$ cat config.mk
export PLATFORM = sky130hd
export DESIGN_NAME = debf_ram
export DESIGN_NICKNAME = d
export VERILOG_FILES = /design/src/sv/debf_ram.sv
export SDC_FILE = /design/constraint.sdc
export NUM_CORES = 1
export LEC_CHECK = 0
export BUFFER_PORTS_ARGS = -buffer_cell sky130_fd_sc_hd__buf_2
export CORE_ASPECT_RATIO = 1.2
export CORE_MARGIN = 5
export CORE_UTILIZATION = 55
export DETAILED_ROUTE_END_ITERATION = 10
export PLACE_DENSITY = 0.71
export SYNTH_ARGS = -nofsm -noshare
export SYNTH_HDL_FRONTEND = slang
export SYNTH_SLANG_ARGS = --single-unit
$ cat constraint.sdc
create_clock -name clock -period 5.79 [get_ports clock]
set_input_delay 0.8685 -clock clock [delete_from_list [all_inputs] [get_ports clock]]
set_output_delay 0.8685 -clock clock [all_outputs]
set_load 0.005 [all_outputs]
$ cat src/sv/debf_ram.sv
// Generic single-port-write, single-port-read RAM with a registered read.
// No dependencies.
module debf_ram #(
   parameter int WIDTH  = 36,
   parameter int DEPTH  = 32,
   parameter int ADDR_W = 5
) (
   input  logic              clock,
   input  logic              wr_en,
   input  logic [ADDR_W-1:0] wr_addr,
   input  logic [WIDTH-1:0]  wr_data,
   input  logic              rd_en,
   input  logic [ADDR_W-1:0] rd_addr,
   output logic [WIDTH-1:0]  rd_data
);

   logic [WIDTH-1:0] mem [DEPTH];
   logic [WIDTH-1:0] rd_data_ff;

   always_ff @(posedge clock) begin
      if (wr_en) begin
         mem[wr_addr] <= wr_data;
      end
      if (rd_en) begin
         rd_data_ff <= mem[rd_addr];
      end
   end

   assign rd_data = rd_data_ff;

endmodule

==> flow_metrics.py <==
metrics = {
    "detailed_routing": {
        "route.vias.total": 24100,
        "first_pass_iters": 5,
        "postRouteAntennaNets": 0,
        "first_iter_violations": 2617,
        "routed_wl_um": 112000,
        "remaining_drc_errors": 0,
        "wire_per_inst_um": 29.1,
        "vias_per_cell": 6.25,
    },
    "worst_hold_path": {
        "hp-class": "flip-flop to flip-flop",
    },
    "sta": {
        "hold_viol_final": 0,
        "period_share_pct": 49.8,
        "finalSetupTns_ns": 0,
        "rsz0062_at_grt": "false",
        "fin_skew_ns": 0.0351,
        "period_needed_ns": 2.88,
        "slew_violations": 0,
        "fmax_mhz": 347,
        "finalSetupViolations": 0,
        "slew_headroom_pct": 8.78,
        "tightest_slew_ns": 1.37,
    },
    "clock_network": {
        "clock_sink_count": 1188,
        "clock_latency_ns": 0.68,
        "ctsHoldBuffers": 0,
        "post_cts_buffers": 0,
        "htree_levels": 3,
        "clk_pin_slew_ns": 0.06,
        "cts_tree": "done",
        "cts_root_buf": "clkbuf_16",
        "cts_buffer_depth": 3,
        "numCtsBuffers": 109,
        "cts_resized": 0,
    },
    "logic_synthesis": {
        "synthArstFlopShare_pct": 0,
        "synth-compound-area-share_pct": 4.80,
        "synth_xor_area_share_pct": 0,
        "synth_nets": 2585,
        "synth_seq_cells": 1188,
        "synth_edf_count": 1188,
        "synth_area_sq_um": 45900,
        "yosys_warnings": 0,
        "synth_top_family_by_area": "multiplexers",
        "avgSynthCellArea_sq_um": 18.1,
        "synthCells": 2536,
        "synth_flop_cell": "edfxtp_1",
        "synth_adder_area_share_pct": 0,
        "synth-seq-area-share_pct": 77.6,
        "yosys.area_share.simple_pct": 3.01,
        "synth_cell_types": 25,
        "synthMuxAreaShare_pct": 12.5,
    },
    "grt": {
        "overflow": 0,
        "grt.total_usage_pct": 24.8,
        "grt_max_degree": 91,
        "antenna_found_initial": 2,
        "grt_pass1_vias": 24200,
        "grt_pass1_wl_um": 163000,
    },
    "setup_path": {
        "slowest_delay_ns": 0.93,
        "cp.required_ns": 6.21,
        "cpMostUsedCell": "nand3_1",
        "worst-path-buf-inv": 2,
        "path_cells": "buf_2 > and2_4 > buf_4 > a22oi_1 > nand3_1 > nand3_1",
        "cp_slowest_cell": "and2_4",
        "path_class": "input port to flip-flop",
        "worstPathMaxFanout": 69,
        "arrival_ns": 3.30,
        "cp_top_family": "simple AND/OR/NAND/NOR gates",
        "cp-start-kind": "input port",
        "end_kind": "flip-flop",
    },
    "die": {
        "io_pins": 85,
        "rows": 116,
        "dieArea_sq_um": 89400,
        "dieHeight_um": 327,
        "start_util_pct": 55.2,
        "core_area_sq_um": 83200,
        "die_w_um": 274,
    },
    "cells_and_area": {
        "area_growth_pct": 11.3,
        "finalNetCount": 2699,
        "fillers": 5803,
        "final_area_sq_um": 51100,
        "drive_gt1_share_pct": 12.1,
    },
    "placement": {
        "dp_hpwl_um": 64000,
        "place_congestion": 0.826,
        "placed_cell_area_sq_um": 47700,
        "io_buffers": 84,
    },
    "run_status": {
        "status": "finished, final reports clean",
    },
    "run": {
        "cap_violations": 0,
    },
    "power": {
        "max-vdd-ir-drop_v": 0.000224,
        "leakage_nw": 17.7,
        "power.density_nw_per_um2": 340,
    },
}
## flip-flops by register name, indices dropped and copies added, names as in the netlist
name / cells
mem: 1152
rd_data: 36
## final timing paths
kind / depth (start not counted) / endpoint / slack (ns) / startpoint
setup / recovery: 6 / rd_data[25]$_DFFE_PP_ / 2.91 / rd_addr[1]
hold / removal: 4 / rd_data[8]$_DFFE_PP_ / 0.68 / mem[10][8]$_DFFE_PP_
setup reg to reg: 5 / rd_data[2]$_DFFE_PP_ / 4.20 / mem[7][2]$_DFFE_PP_
hold reg to reg: 4 / rd_data[8]$_DFFE_PP_ / 0.68 / mem[10][8]$_DFFE_PP_
## cells by family after synthesis
logic type      after synthesis
compound gates              324
buf+inv                     143
flops                      1188
mux                         576
simple gates                305
## final cells by class
class	instances	area (sq um)	share of cell area (%)
Sequential cell	1188	35700	69.8
Tap cell	1121	1400	2.74
Timing Repair Buffer	146	1060	2.07
Clock inverter	58	460	0.900
Multi-Input combinational cell	1205	9620	18.8
Clock buffer	136	2910	5.70
Antenna cell	4	10.0	0.0196
## report_power, final
part / internal [W] / switching [W]
registers: 0.00960 / 0.0000483
logic: 0.000278 / 0.000623
clock network: 0.00385 / 0.00300
total: 0.0137 / 0.00367
## cells in the final DEF, fill, tap and decap left out
cell	instances
nor2_1	1
nand2b_2	2
or3b_2	3
clkinv_4	1
clkinv_1	29
nor2b_4	2
buf_2	83
nand2_2	1
buf_4	49
a22o_1	72
nand3b_1	5
edfxtp_1	1188
mux2i_1	576
nand3_1	110
and2_4	1
a21oi_1	108
buf_12	13
diode_2	4
a31oi_1	36
or2_2	1
a22oi_1	108
nor3_1	36
clkinvlp_4	2
or3_1	1
nor2_4	33
bufinv_16	7
clkbuf_16	113
clkbuf_1	23
clkinv_2	16
inv_16	1
buf_8	1
inv_6	2
nand2_1	109
## routing by layer
| metal | up-vias | global-route usage (%) | wire, um |
|---|---|---|---|
| li1 | 10300 | - | - |
| met1 | 12500 | 33.0 | 43300 |
| met2 | 1073 | 41.9 | 56600 |
| met3 | 191 | 3.81 | 8430 |
| met4 | 2 | 9.15 | 4050 |
| met5 | - | 0 | 11 |
## synthesized netlist by cell type, types with 2 or more instances
cell	number	share of area, %
edfxtp_1	1188	78
mux2i_1	576	13
nand2_1	110	0.90
nand3_1	110	1.2
a21oi_1	108	1.2
a22oi_1	108	1.8
a22o_1	72	1.4
clkbuf_1	39	0.32
a31oi_1	36	0.49
nor3_1	36	0.39
buf_2	33	0.36
nor2_1	33	0.27
buf_4	23	0.38
buf_6	20	0.49
buf_1	17	0.14
buf_8	8	0.26
nand3b_1	5	0.082
clkbuf_4	3	0.049
or3b_2	3	0.057
nand2b_1	2	0.027
nor2b_1	2	0.027
## stage by stage
| stage | worst slack [ns] | power (W) | hold WS (ns) | util, % | std cells |
|---|---|---|---|---|---|
| 6_report | 2.91 | 0.0174 | 0.681 | 61.5 | 3858 |
| 5_1_grt | 2.84 | 0.0179 | 0.711 | 61.5 | 3854 |
| 4_1_cts | 2.94 | 0.0175 | 0.686 | 61.5 | 3853 |
| 3_5_place_dp | 2.21 | 0.0107 | 0.669 | 57.4 | 3659 |
| 3_3_place_gp | 2.24 | 0.0107 | 0.642 | 57.4 | 3657 |
| 2_1_floorplan | 2.31 | 0.0103 | 0.629 | - | 2536 |
## worst reg2reg max path, stage by stage (launching register included)
cell and delay, ns:
edfxtp_1 0.37, mux2i_1 0.16, a22o_1 0.18, nor3_1 0.07, a31oi_1 0.30, nand3_1 0.21
No activity file was read; power rests on OpenSTA's default activity.
